<file path="src/rtl/level_stream_tree_linker_core_assert.svh">
// Assertion macros for the tree linker core.
// LTL_ASSERT_NOW  : same-cycle implication under clock and reset.
// LTL_ASSERT_NEXT : next-cycle implication under clock and reset.
`ifndef LEVEL_STREAM_TREE_LINKER_CORE_ASSERT_SVH
`define LEVEL_STREAM_TREE_LINKER_CORE_ASSERT_SVH

`ifndef SYNTH

`define LTL_ASSERT_NOW(lbl, clk, rstn, ante, cons, msg) \
    lbl: assert property (@(posedge clk) disable iff (!rstn) (ante) |-> (cons)) \
        else $error(msg);

`define LTL_ASSERT_NEXT(lbl, clk, rstn, ante, cons, msg) \
    lbl: assert property (@(posedge clk) disable iff (!rstn) (ante) |=> (cons)) \
        else $error(msg);

`else

`define LTL_ASSERT_NOW(lbl, clk, rstn, ante, cons, msg)

`define LTL_ASSERT_NEXT(lbl, clk, rstn, ante, cons, msg)

`endif

`endif

</file>
<file path="src/rtl/ltl_pkg.sv">
package ltl_pkg;

    // Sizing
    localparam int MAX_DEPTH  = 128;
    localparam int INDEX_BITS = 20;
    localparam int LEVEL_BITS = 7;
    localparam int LINE_BITS  = 24;
    localparam int ADDR_BITS  = $clog2(MAX_DEPTH);

    typedef logic [INDEX_BITS-1:0] t_index;
    typedef logic [LEVEL_BITS-1:0] t_level;
    typedef logic [LINE_BITS-1:0]  t_line;
    typedef logic [ADDR_BITS-1:0]  t_addr;

    // Result role codes
    typedef enum logic [2:0] {
        ROLE_ROOT    = 3'd0,
        ROLE_FIRST   = 3'd1,
        ROLE_SIBLING = 3'd2,
        ROLE_SKIPPED = 3'd3,
        ROLE_END     = 3'd4
    } t_role;

    // Error codes
    typedef enum logic [1:0] {
        ERR_NONE      = 2'd0,
        ERR_FIRST_LVL = 2'd1,
        ERR_JUMP      = 2'd2
    } t_err;

endpackage

</file>
<file path="src/rtl/ltl_in_if.sv">
interface ltl_in_if;
    logic               valid;
    logic               ready;
    logic               op;
    ltl_pkg::t_level    level;
    ltl_pkg::t_line     line_number;

    modport source (output valid, op, level, line_number, input ready);
    modport sink   (input valid, op, level, line_number, output ready);
endinterface

</file>
<file path="src/rtl/ltl_out_if.sv">
interface ltl_out_if;
    logic               valid;
    logic               ready;
    ltl_pkg::t_index    item_index;
    logic [2:0]         role;
    ltl_pkg::t_index    parent_index;
    ltl_pkg::t_index    sibling_index;
    logic               record_done;
    ltl_pkg::t_index    record_root;
    logic [1:0]         error_code;
    ltl_pkg::t_line     error_line;

    modport source (output valid, item_index, role, parent_index, sibling_index,
                    record_done, record_root, error_code, error_line,
                    input ready);
    modport sink   (input valid, item_index, role, parent_index, sibling_index,
                    record_done, record_root, error_code, error_line,
                    output ready);
endinterface

</file>
<file path="src/rtl/ltl_ram.sv">
// One write port, two read ports, registered read data (old data on collision).
module ltl_ram #(
    parameter int WIDTH = 8,
    parameter int DEPTH = 16
) (
    input  logic                     i_clk,
    input  logic                     i_we,
    input  logic [$clog2(DEPTH)-1:0] i_waddr,
    input  logic [WIDTH-1:0]         i_wdata,
    input  logic                     i_re,
    input  logic [$clog2(DEPTH)-1:0] i_raddr_a,
    input  logic [$clog2(DEPTH)-1:0] i_raddr_b,
    output logic [WIDTH-1:0]         o_rdata_a,
    output logic [WIDTH-1:0]         o_rdata_b
);

    logic [WIDTH-1:0] r_mem [DEPTH];

    always_ff @(posedge i_clk) begin
        if (i_we) begin
            r_mem[i_waddr] <= i_wdata;
        end
        if (i_re) begin
            o_rdata_a <= r_mem[i_raddr_a];
            o_rdata_b <= r_mem[i_raddr_b];
        end
    end

endmodule

</file>
<file path="src/rtl/level_stream_tree_linker_core.sv">
// Channel  | Dir | Payload                                        | Handshake
// ---------+-----+------------------------------------------------+-------------
// i_in     | in  | op, level, line_number                         | valid/ready
// o_out    | out | item_index, role, parent_index, sibling_index, | valid/ready
//          |     | record_done, record_root, error_code, error_line|
//
// One item per cycle sustained while the output is not stalled.
// Stage 1 holds the item and the two level-stack reads, stage 2 is the result register.
// The level stack is a 1W2R RAM; the write of the previous item is forwarded.
// Synchronous active-low reset clears control state; the stack needs no clearing.
// A stalled output backs up into stage 1 and then drops i_in.ready.
`include "level_stream_tree_linker_core_assert.svh"

module level_stream_tree_linker_core (
    input  logic      i_clk,
    input  logic      i_rst_n,
    ltl_in_if.sink    i_in,
    ltl_out_if.source o_out
);

    typedef enum logic [1:0] {
        MODE_INITIAL = 2'd0,
        MODE_MAIN    = 2'd1,
        MODE_ERROR   = 2'd2
    } t_mode;

    typedef struct packed {
        logic            op;
        ltl_pkg::t_level level;
        ltl_pkg::t_line  line_number;
    } t_item;

    typedef struct packed {
        ltl_pkg::t_index item_index;
        ltl_pkg::t_role  role;
        ltl_pkg::t_index parent_index;
        ltl_pkg::t_index sibling_index;
        logic            record_done;
        ltl_pkg::t_index record_root;
        ltl_pkg::t_err   error_code;
        ltl_pkg::t_line  error_line;
    } t_result;

    // Pipeline and linker state
    logic            r_s1_valid;
    t_item           r_s1;
    logic            r_out_valid;
    t_result         r_out;
    t_mode           r_mode;
    ltl_pkg::t_level r_prev_level;
    ltl_pkg::t_index r_root;
    ltl_pkg::t_index r_next_index;
    logic            r_fwd_valid;
    ltl_pkg::t_addr  r_fwd_addr;
    ltl_pkg::t_index r_fwd_data;

    t_result         n_out;
    t_mode           n_mode;
    ltl_pkg::t_level n_prev_level;
    ltl_pkg::t_index n_root;
    ltl_pkg::t_index n_next_index;

    logic            in_fire;
    logic            s1_adv;
    logic            wr_en;
    ltl_pkg::t_addr  wr_addr;
    ltl_pkg::t_index wr_data;
    ltl_pkg::t_addr  in_addr_par;
    ltl_pkg::t_addr  in_addr_cur;
    ltl_pkg::t_addr  s1_addr_par;
    ltl_pkg::t_addr  s1_addr_cur;
    ltl_pkg::t_index ram_par;
    ltl_pkg::t_index ram_cur;
    ltl_pkg::t_index par_data;
    ltl_pkg::t_index cur_data;
    logic            lvl_ok;
    logic            prev_ok;

    // Handshake
    assign s1_adv     = r_s1_valid && (!r_out_valid || o_out.ready);
    assign i_in.ready = !r_s1_valid || s1_adv;
    assign in_fire    = i_in.valid && i_in.ready;

    // Level stack addresses: parent level and own level
    assign in_addr_par = ltl_pkg::ADDR_BITS'(ltl_pkg::t_level'(i_in.level - 1'b1));
    assign in_addr_cur = ltl_pkg::ADDR_BITS'(i_in.level);
    assign s1_addr_par = ltl_pkg::ADDR_BITS'(ltl_pkg::t_level'(r_s1.level - 1'b1));
    assign s1_addr_cur = ltl_pkg::ADDR_BITS'(r_s1.level);

    ltl_ram #(
        .WIDTH (ltl_pkg::INDEX_BITS),
        .DEPTH (ltl_pkg::MAX_DEPTH)
    ) u_stack (
        .i_clk     (i_clk),
        .i_we      (s1_adv && wr_en),
        .i_waddr   (wr_addr),
        .i_wdata   (wr_data),
        .i_re      (in_fire),
        .i_raddr_a (in_addr_par),
        .i_raddr_b (in_addr_cur),
        .o_rdata_a (ram_par),
        .o_rdata_b (ram_cur)
    );

    // Forward the write that landed on the same edge as this item's read
    assign par_data = (r_fwd_valid && r_fwd_addr == s1_addr_par) ? r_fwd_data : ram_par;
    assign cur_data = (r_fwd_valid && r_fwd_addr == s1_addr_cur) ? r_fwd_data : ram_cur;

    assign lvl_ok  = 32'(r_s1.level) < ltl_pkg::MAX_DEPTH;
    assign prev_ok = 32'(r_prev_level) < ltl_pkg::MAX_DEPTH;

    // Linking decision for the item in stage 1
    always_comb begin
        n_mode       = r_mode;
        n_prev_level = r_prev_level;
        n_root       = r_root;
        n_next_index = r_next_index;
        wr_en        = 1'b0;
        wr_addr      = s1_addr_cur;
        wr_data      = r_next_index;

        n_out               = '0;
        n_out.role          = ltl_pkg::ROLE_ROOT;
        n_out.error_code    = ltl_pkg::ERR_NONE;
        n_out.error_line    = r_s1.line_number;

        if (r_s1.op) begin
            // End of list: close the open record and return to reset state
            n_out.role = ltl_pkg::ROLE_END;
            if (r_mode == MODE_MAIN) begin
                n_out.record_done = 1'b1;
                n_out.record_root = r_root;
            end
            n_mode       = MODE_INITIAL;
            n_prev_level = '0;
            n_root       = '0;
            n_next_index = '0;
        end else begin
            n_out.item_index = r_next_index;
            n_next_index     = ltl_pkg::t_index'(r_next_index + 1'b1);
            case (r_mode)
                MODE_MAIN: begin
                    if (r_s1.level == '0) begin
                        n_out.role        = ltl_pkg::ROLE_ROOT;
                        n_out.record_done = 1'b1;
                        n_out.record_root = r_root;
                        n_root            = r_next_index;
                        n_prev_level      = '0;
                        wr_en             = 1'b1;
                    end else if (r_s1.level <= r_prev_level && prev_ok) begin
                        n_out.role          = ltl_pkg::ROLE_SIBLING;
                        n_out.parent_index  = par_data;
                        n_out.sibling_index = cur_data;
                        n_prev_level        = r_s1.level;
                        wr_en               = 1'b1;
                    end else if ({1'b0, r_s1.level} == {1'b0, r_prev_level} + 1'b1
                                 && lvl_ok) begin
                        n_out.role         = ltl_pkg::ROLE_FIRST;
                        n_out.parent_index = par_data;
                        n_prev_level       = r_s1.level;
                        wr_en              = 1'b1;
                    end else begin
                        // Illegal jump: report the open record, skip, enter error mode
                        n_out.role        = ltl_pkg::ROLE_SKIPPED;
                        n_out.error_code  = ltl_pkg::ERR_JUMP;
                        n_out.record_done = 1'b1;
                        n_out.record_root = r_root;
                        n_mode            = MODE_ERROR;
                    end
                end
                default: begin
                    // Initial or error mode: wait for a level-0 line
                    if (r_s1.level == '0) begin
                        n_out.role   = ltl_pkg::ROLE_ROOT;
                        n_root       = r_next_index;
                        n_prev_level = '0;
                        n_mode       = MODE_MAIN;
                        wr_en        = 1'b1;
                    end else begin
                        n_out.role = ltl_pkg::ROLE_SKIPPED;
                        if (r_mode == MODE_INITIAL) begin
                            n_out.error_code = ltl_pkg::ERR_FIRST_LVL;
                            n_mode           = MODE_ERROR;
                        end
                    end
                end
            endcase
        end
    end

    // State, pipeline and result registers
    always_ff @(posedge i_clk) begin
        if (!i_rst_n) begin
            r_s1_valid   <= 1'b0;
            r_out_valid  <= 1'b0;
            r_mode       <= MODE_INITIAL;
            r_prev_level <= '0;
            r_root       <= '0;
            r_next_index <= '0;
            r_fwd_valid  <= 1'b0;
        end else begin
            if (in_fire) begin
                r_s1_valid  <= 1'b1;
                r_s1        <= '{op: i_in.op, level: i_in.level,
                                 line_number: i_in.line_number};
                r_fwd_valid <= s1_adv && wr_en;
                r_fwd_addr  <= wr_addr;
                r_fwd_data  <= wr_data;
            end else if (s1_adv) begin
                r_s1_valid <= 1'b0;
            end

            if (s1_adv) begin
                r_out_valid  <= 1'b1;
                r_out        <= n_out;
                r_mode       <= n_mode;
                r_prev_level <= n_prev_level;
                r_root       <= n_root;
                r_next_index <= n_next_index;
            end else if (o_out.ready) begin
                r_out_valid <= 1'b0;
            end
        end
    end

    // Output channel
    assign o_out.valid         = r_out_valid;
    assign o_out.item_index    = r_out.item_index;
    assign o_out.role          = r_out.role;
    assign o_out.parent_index  = r_out.parent_index;
    assign o_out.sibling_index = r_out.sibling_index;
    assign o_out.record_done   = r_out.record_done;
    assign o_out.record_root   = r_out.record_root;
    assign o_out.error_code    = r_out.error_code;
    assign o_out.error_line    = r_out.error_line;

    // Checks
    `LTL_ASSERT_NEXT(a_eol_clears, i_clk, i_rst_n, s1_adv && r_s1.op, r_mode == MODE_INITIAL && r_next_index == '0 && r_root == '0, "end of list did not reset state")
    `LTL_ASSERT_NEXT(a_index_step, i_clk, i_rst_n, s1_adv && !r_s1.op, r_next_index == ltl_pkg::t_index'($past(r_next_index) + 1'b1), "line index did not advance")
    `LTL_ASSERT_NEXT(a_root_taken, i_clk, i_rst_n, s1_adv && !r_s1.op && n_out.role == ltl_pkg::ROLE_ROOT, r_root == $past(r_next_index) && r_mode == MODE_MAIN, "new root not recorded")
    `LTL_ASSERT_NOW(a_err_skips, i_clk, i_rst_n, r_out_valid && r_out.error_code != ltl_pkg::ERR_NONE, r_out.role == ltl_pkg::ROLE_SKIPPED, "error on a linked line")
    `LTL_ASSERT_NOW(a_main_depth, i_clk, i_rst_n, r_mode == MODE_MAIN, prev_ok, "stack level out of range in main mode")

endmodule

</file>
<file path="src/flat_wrapper.sv">
// flat-port wrapper written by rule: the top's interface ports become plain ports
module level_stream_tree_linker_core_flat 
  (i_clk, i_rst_n, i_in_valid, i_in_op, i_in_level, i_in_line_number, i_in_ready, o_out_valid, o_out_item_index, o_out_role, o_out_parent_index, o_out_sibling_index, o_out_record_done, o_out_record_root, o_out_error_code, o_out_error_line, o_out_ready);
  ltl_in_if i_in_i ();
  ltl_out_if o_out_i ();
  input  logic i_clk;
  input  logic i_rst_n;
  input wire logic [$bits(i_in_i.valid)-1:0] i_in_valid;
  input wire logic [$bits(i_in_i.op)-1:0] i_in_op;
  input wire logic [$bits(i_in_i.level)-1:0] i_in_level;
  input wire logic [$bits(i_in_i.line_number)-1:0] i_in_line_number;
  output wire logic [$bits(i_in_i.ready)-1:0] i_in_ready;
  output wire logic [$bits(o_out_i.valid)-1:0] o_out_valid;
  output wire logic [$bits(o_out_i.item_index)-1:0] o_out_item_index;
  output wire logic [$bits(o_out_i.role)-1:0] o_out_role;
  output wire logic [$bits(o_out_i.parent_index)-1:0] o_out_parent_index;
  output wire logic [$bits(o_out_i.sibling_index)-1:0] o_out_sibling_index;
  output wire logic [$bits(o_out_i.record_done)-1:0] o_out_record_done;
  output wire logic [$bits(o_out_i.record_root)-1:0] o_out_record_root;
  output wire logic [$bits(o_out_i.error_code)-1:0] o_out_error_code;
  output wire logic [$bits(o_out_i.error_line)-1:0] o_out_error_line;
  input wire logic [$bits(o_out_i.ready)-1:0] o_out_ready;
  assign i_in_i.valid = i_in_valid;
  assign i_in_i.op = i_in_op;
  assign i_in_i.level = i_in_level;
  assign i_in_i.line_number = i_in_line_number;
  assign i_in_ready = i_in_i.ready;
  assign o_out_valid = o_out_i.valid;
  assign o_out_item_index = o_out_i.item_index;
  assign o_out_role = o_out_i.role;
  assign o_out_parent_index = o_out_i.parent_index;
  assign o_out_sibling_index = o_out_i.sibling_index;
  assign o_out_record_done = o_out_i.record_done;
  assign o_out_record_root = o_out_i.record_root;
  assign o_out_error_code = o_out_i.error_code;
  assign o_out_error_line = o_out_i.error_line;
  assign o_out_i.ready = o_out_ready;
  level_stream_tree_linker_core u_core (.i_clk(i_clk), .i_rst_n(i_rst_n), .i_in(i_in_i), .o_out(o_out_i));
endmodule
</file>
<file path="config.mk">
export PLATFORM = sky130hd
export DESIGN_NAME = level_stream_tree_linker_core_flat
export DESIGN_NICKNAME = d
export VERILOG_FILES = /design/src/rtl/ltl_pkg.sv /design/src/rtl/ltl_in_if.sv /design/src/rtl/ltl_out_if.sv /design/src/rtl/ltl_ram.sv /design/src/rtl/level_stream_tree_linker_core.sv /design/src/flat_wrapper.sv
export VERILOG_INCLUDE_DIRS = /design/src /design/src/rtl
export SDC_FILE = /design/constraint.sdc
export NUM_CORES = 2
export LEC_CHECK = 0
export BUFFER_PORTS_ARGS = -buffer_cell sky130_fd_sc_hd__clkbuf_2
export CAP_MARGIN = 20
export CORE_ASPECT_RATIO = 0.6
export CORE_MARGIN = 2
export CORE_UTILIZATION = 55
export DETAILED_ROUTE_END_ITERATION = 16
export HOLD_SLACK_MARGIN = 0.1
export PLACE_DENSITY = 0.76
export SLEW_MARGIN = 20
export SYNTH_ARGS = -nofsm -noshare
export SYNTH_HDL_FRONTEND = slang
export SYNTH_SLANG_ARGS = --single-unit
</file>
<file path="constraint.sdc">
create_clock -name i_clk -period 4.25 [get_ports i_clk]
set_clock_uncertainty 0.2 [all_clocks]
set_input_delay 0.425 -clock i_clk [delete_from_list [all_inputs] [get_ports i_clk]]
set_output_delay 0.425 -clock i_clk [all_outputs]
set_load 0.1 [all_outputs]
</file>
==> results.toml <==
[status]
outcome = "complete, no violations"

[final_layout]
drive_gt1_share_pct = 42.9
postLayoutCellArea_um2 = 145000
final_util_pct = 62.6
nets = 6334
register_area_um2 = 84300
multi_input_area_um2 = 42300
layout_commonest_cell = "edfxtp_1"
area_delta_synth_final_pct = 13.4
fillers = 14982
final_cell_mix = "2769 x edfxtp_1, 1588 x mux4_2, 308 x buf_4"

[floorplan]
dieArea_um2 = 237000
die_y_um = 378
die-width_um = 627
start_util_pct = 55.2
ios = 148
fp-row-count = 137
coreArea_um2 = 232000

[worst_hold_path]
hp-class = "reg2reg"

[clock_network]
clk_pin_slew_ns = 0.07
clockRootBuffer = "clkbuf_16"
cts_buffer_depth = 4
cts_tree = "built"
cts.repair.resized = 0
clock_latency_ns = 0.94
cts_buffers = 240
htreeDepth = 4
cts_sinks = 2821

[worst_setup_path]
cp_top_family = "buffers and inverters"
worstPathCellList = "inv_1 -> ha_1 -> nor3_1 -> o2111a_1 -> a21o_1 -> buf_12 -> o211ai_1 -> buf_4 -> nor2_2 -> buf_4"
endpoint_kind = "flop"
crit_path_max_incr_delay_ns = 0.57
cp_slowest_cell = "edfxtp_1"
cp_num_buf_inv = 4
worstPathArrival_ns = 4.48
required_ns = 4.63
crit_path_frequent_cell = "buf_4"
worstPathMaxFanout = 16
path_class = "reg2reg"
crit_path_start_kind = "flop"

[logic_synthesis]
synth_area_um2 = 128000
synth_async_sr_flop_share_pct = 0
yosysWarnings = 0
synth_fa_ha_area_share_pct = 0.107
synth_flop_cell = "edfxtp_1"
synth-xor-area-share_pct = 0.320
yosys.area_share.simple_pct = 1.78
synth_cell_types = 62
avgSynthCellArea_um2 = 22.1
synth_top_family_by_area = "multiplexers"
muxShareOfSynthArea_pct = 29.3
synth_cells = 5808
ys_ff_latch = 2821
synth-compound-area-share_pct = 1.04
yosys-top-cells-area = "edfxtp_1 65%, mux4_2 28%, mux2i_1 1.1%"
synth.largest_area_cell = "edfxtp_1"
syn-num-nets = 5855
seq_area_frac_synth_pct = 65.7
synth_top_area_share_pct = 64.9
synth_edf_count = 2769

[flow_run]
max_cap_violations = 0

[detailed_routing]
vias_per_cell = 7.86
first_iter_violations = 16694
ant_nets = 0
finalWirelength_mm = 438
drc = 0
vias = 75576
post_drt_wl_per_cell_um = 45.5
firstDrtPassIters = 10

[global_route]
grt_overflow = 0
grt_first_pass_wirelength_mm = 595
grt_pass1_vias = 70188
grt_use_total_pct = 37.2
grt_max_degree = 98
antenna_found_initial = 38

[power_and_ir_drop]
worst_ir_drop_vdd_mv = 0.342
leakage_nw = 49.1
power_frac_clock_pct = 40.1
swShare_pct = 22.6
p_per_area_nw_per_um2 = 389
finalPower_mw = 56.5
p_int_mw = 43.7
p_comb_share_pct = 6.3
p_sw_mw = 12.8
p_seq_share_pct = 53.6

[timing]
period_minus_slack_ns = 4.10
tightest_slew_ns = 1.27
final_max_slew_viol_count = 0
whs_ns = 0.220
setup_ws_ns = 0.152
timing.slew.headroom_pct = 15.3
period_share_pct = 96.4
rsz0062_at_grt = "no"
final_hold_viol_count = 0
fmax_ghz = 0.244
finalSetupViolCount = 0

[placement]
hpwl_mm = 289
placed_area_um2 = 137000
port_buffers = 147
dp_slack_ns = 0.143
place_congestion = 1.05
-- power by group through the flow --
| stage | clock network [mW] | registers [mW] | logic (mW) |
|---|---|---|---|
| floorplan | 0 | 31.1 | 1.98 |
| global placement | 0 | 30.9 | 3.36 |
| detailed placement | 0 | 30.9 | 3.39 |
| CTS | 22.5 | 30.3 | 3.45 |
| global route | 23.6 | 30.3 | 3.62 |
| finish | 22.6 | 30.3 | 3.54 |
-- metal layers --
metal	routed length [um]	track usage, %	up-vias	part of all wire [%]
li1	-	-	26518	-
met1	147000	51.7	39422	34
met2	171000	46.6	8563	39
met3	102000	25.7	1029	23
met4	16700	10.5	44	3.8
met5	1010	1.00	-	0.23
-- per-stage QoR --
stage                     TNS, ns  cells
after floorplan                 0   5808
final                           0   9619
after CTS                       0   9602
after global routing            0   9605
after global placement     -0.538   9109
after detailed placement        0   9111
-- logic make-up after synthesis --
group                      count (synthesis)
and+or+nand+nor                          527
adders and majority gates                 11
AOI/OAI and AO/OA                        184
xor gates and xnor gates                  43
DFF                                     2821
muxes                                   1764
buffers and inverters                    458
-- what timing repair did --
| item | CTS | global route |
|---|---|---|
| setup buffers | 0 | 0 |
| hold endpoints to repair | 66 | 0 |
| hold buffers | 61 | 0 |
-- flip-flops by register name (all words and copies together), names as in the netlist, 3 cells and up --
| name | count |
|---|---|
| u_core.r_fwd_data | 20 |
| u_core.n_out | 24 |
| u_core.u_stack.o_rdata_b | 20 |
| u_core.o_out.parent_index | 20 |
| u_core.u_stack.r_mem | 2560 |
| u_core.o_out.record_root | 20 |
| u_core.o_out.error_line | 24 |
| u_core.o_out.item_index | 20 |
| u_core.r_fwd_addr | 7 |
| u_core.o_out.sibling_index | 20 |
| u_core.s1_addr_cur | 7 |
| u_core.u_stack.o_rdata_a | 20 |
| u_core.o_out.role | 3 |
| u_core.r_root | 20 |
| u_core.r_prev_level | 7 |
| u_core.r_next_index | 20 |
-- cell type report --
cell class                 count  share of cell area [%]
antenna                       17                  0.0293
clock buffer                 284                    4.39
clock inverter               146                   0.957
inverter                      20                  0.0568
multi-input combinational   2529                    29.1
sequential                  2821                    58.0
tap                         3127                    2.69
timing repair buffer         675                    4.73
-- cells in the mapped netlist (9+ instances only) --
| master | instances |
|---|---|
| a21boi_0 | 24 |
| a21oi_1 | 18 |
| a221oi_1 | 30 |
| and2_1 | 23 |
| buf_1 | 37 |
| buf_2 | 227 |
| buf_4 | 30 |
| clkbuf_1 | 140 |
| dfxtp_1 | 52 |
| edfxtp_1 | 2769 |
| ha_1 | 11 |
| inv_1 | 20 |
| mux2_2 | 40 |
| mux2i_1 | 136 |
| mux4_2 | 1588 |
| nand2_1 | 146 |
| nand2b_1 | 9 |
| nand3_1 | 32 |
| nand4_1 | 9 |
| nor2_1 | 244 |
| nor2b_1 | 32 |
| nor3_1 | 10 |
| o21ai_0 | 11 |
| o221ai_1 | 10 |
| o22ai_1 | 38 |
| xnor2_1 | 20 |
| xor2_1 | 20 |
-- worst paths after layout --
path	from	slack, ns	endpoint	cells after the start
worst max-delay path	u_core.s1_addr_cur[0]	0.15	u_core.u_stack.r_mem[21][11]	10
worst max register to register	u_core.s1_addr_cur[0]	0.15	u_core.u_stack.r_mem[21][11]	10
worst min register to register	u_core.n_out[19]	0.22	u_core.o_out.error_line[19]	0
worst min-delay path	u_core.n_out[19]	0.22	u_core.o_out.error_line[19]	0
Note: power is estimated with default switching activity, not from simulation.
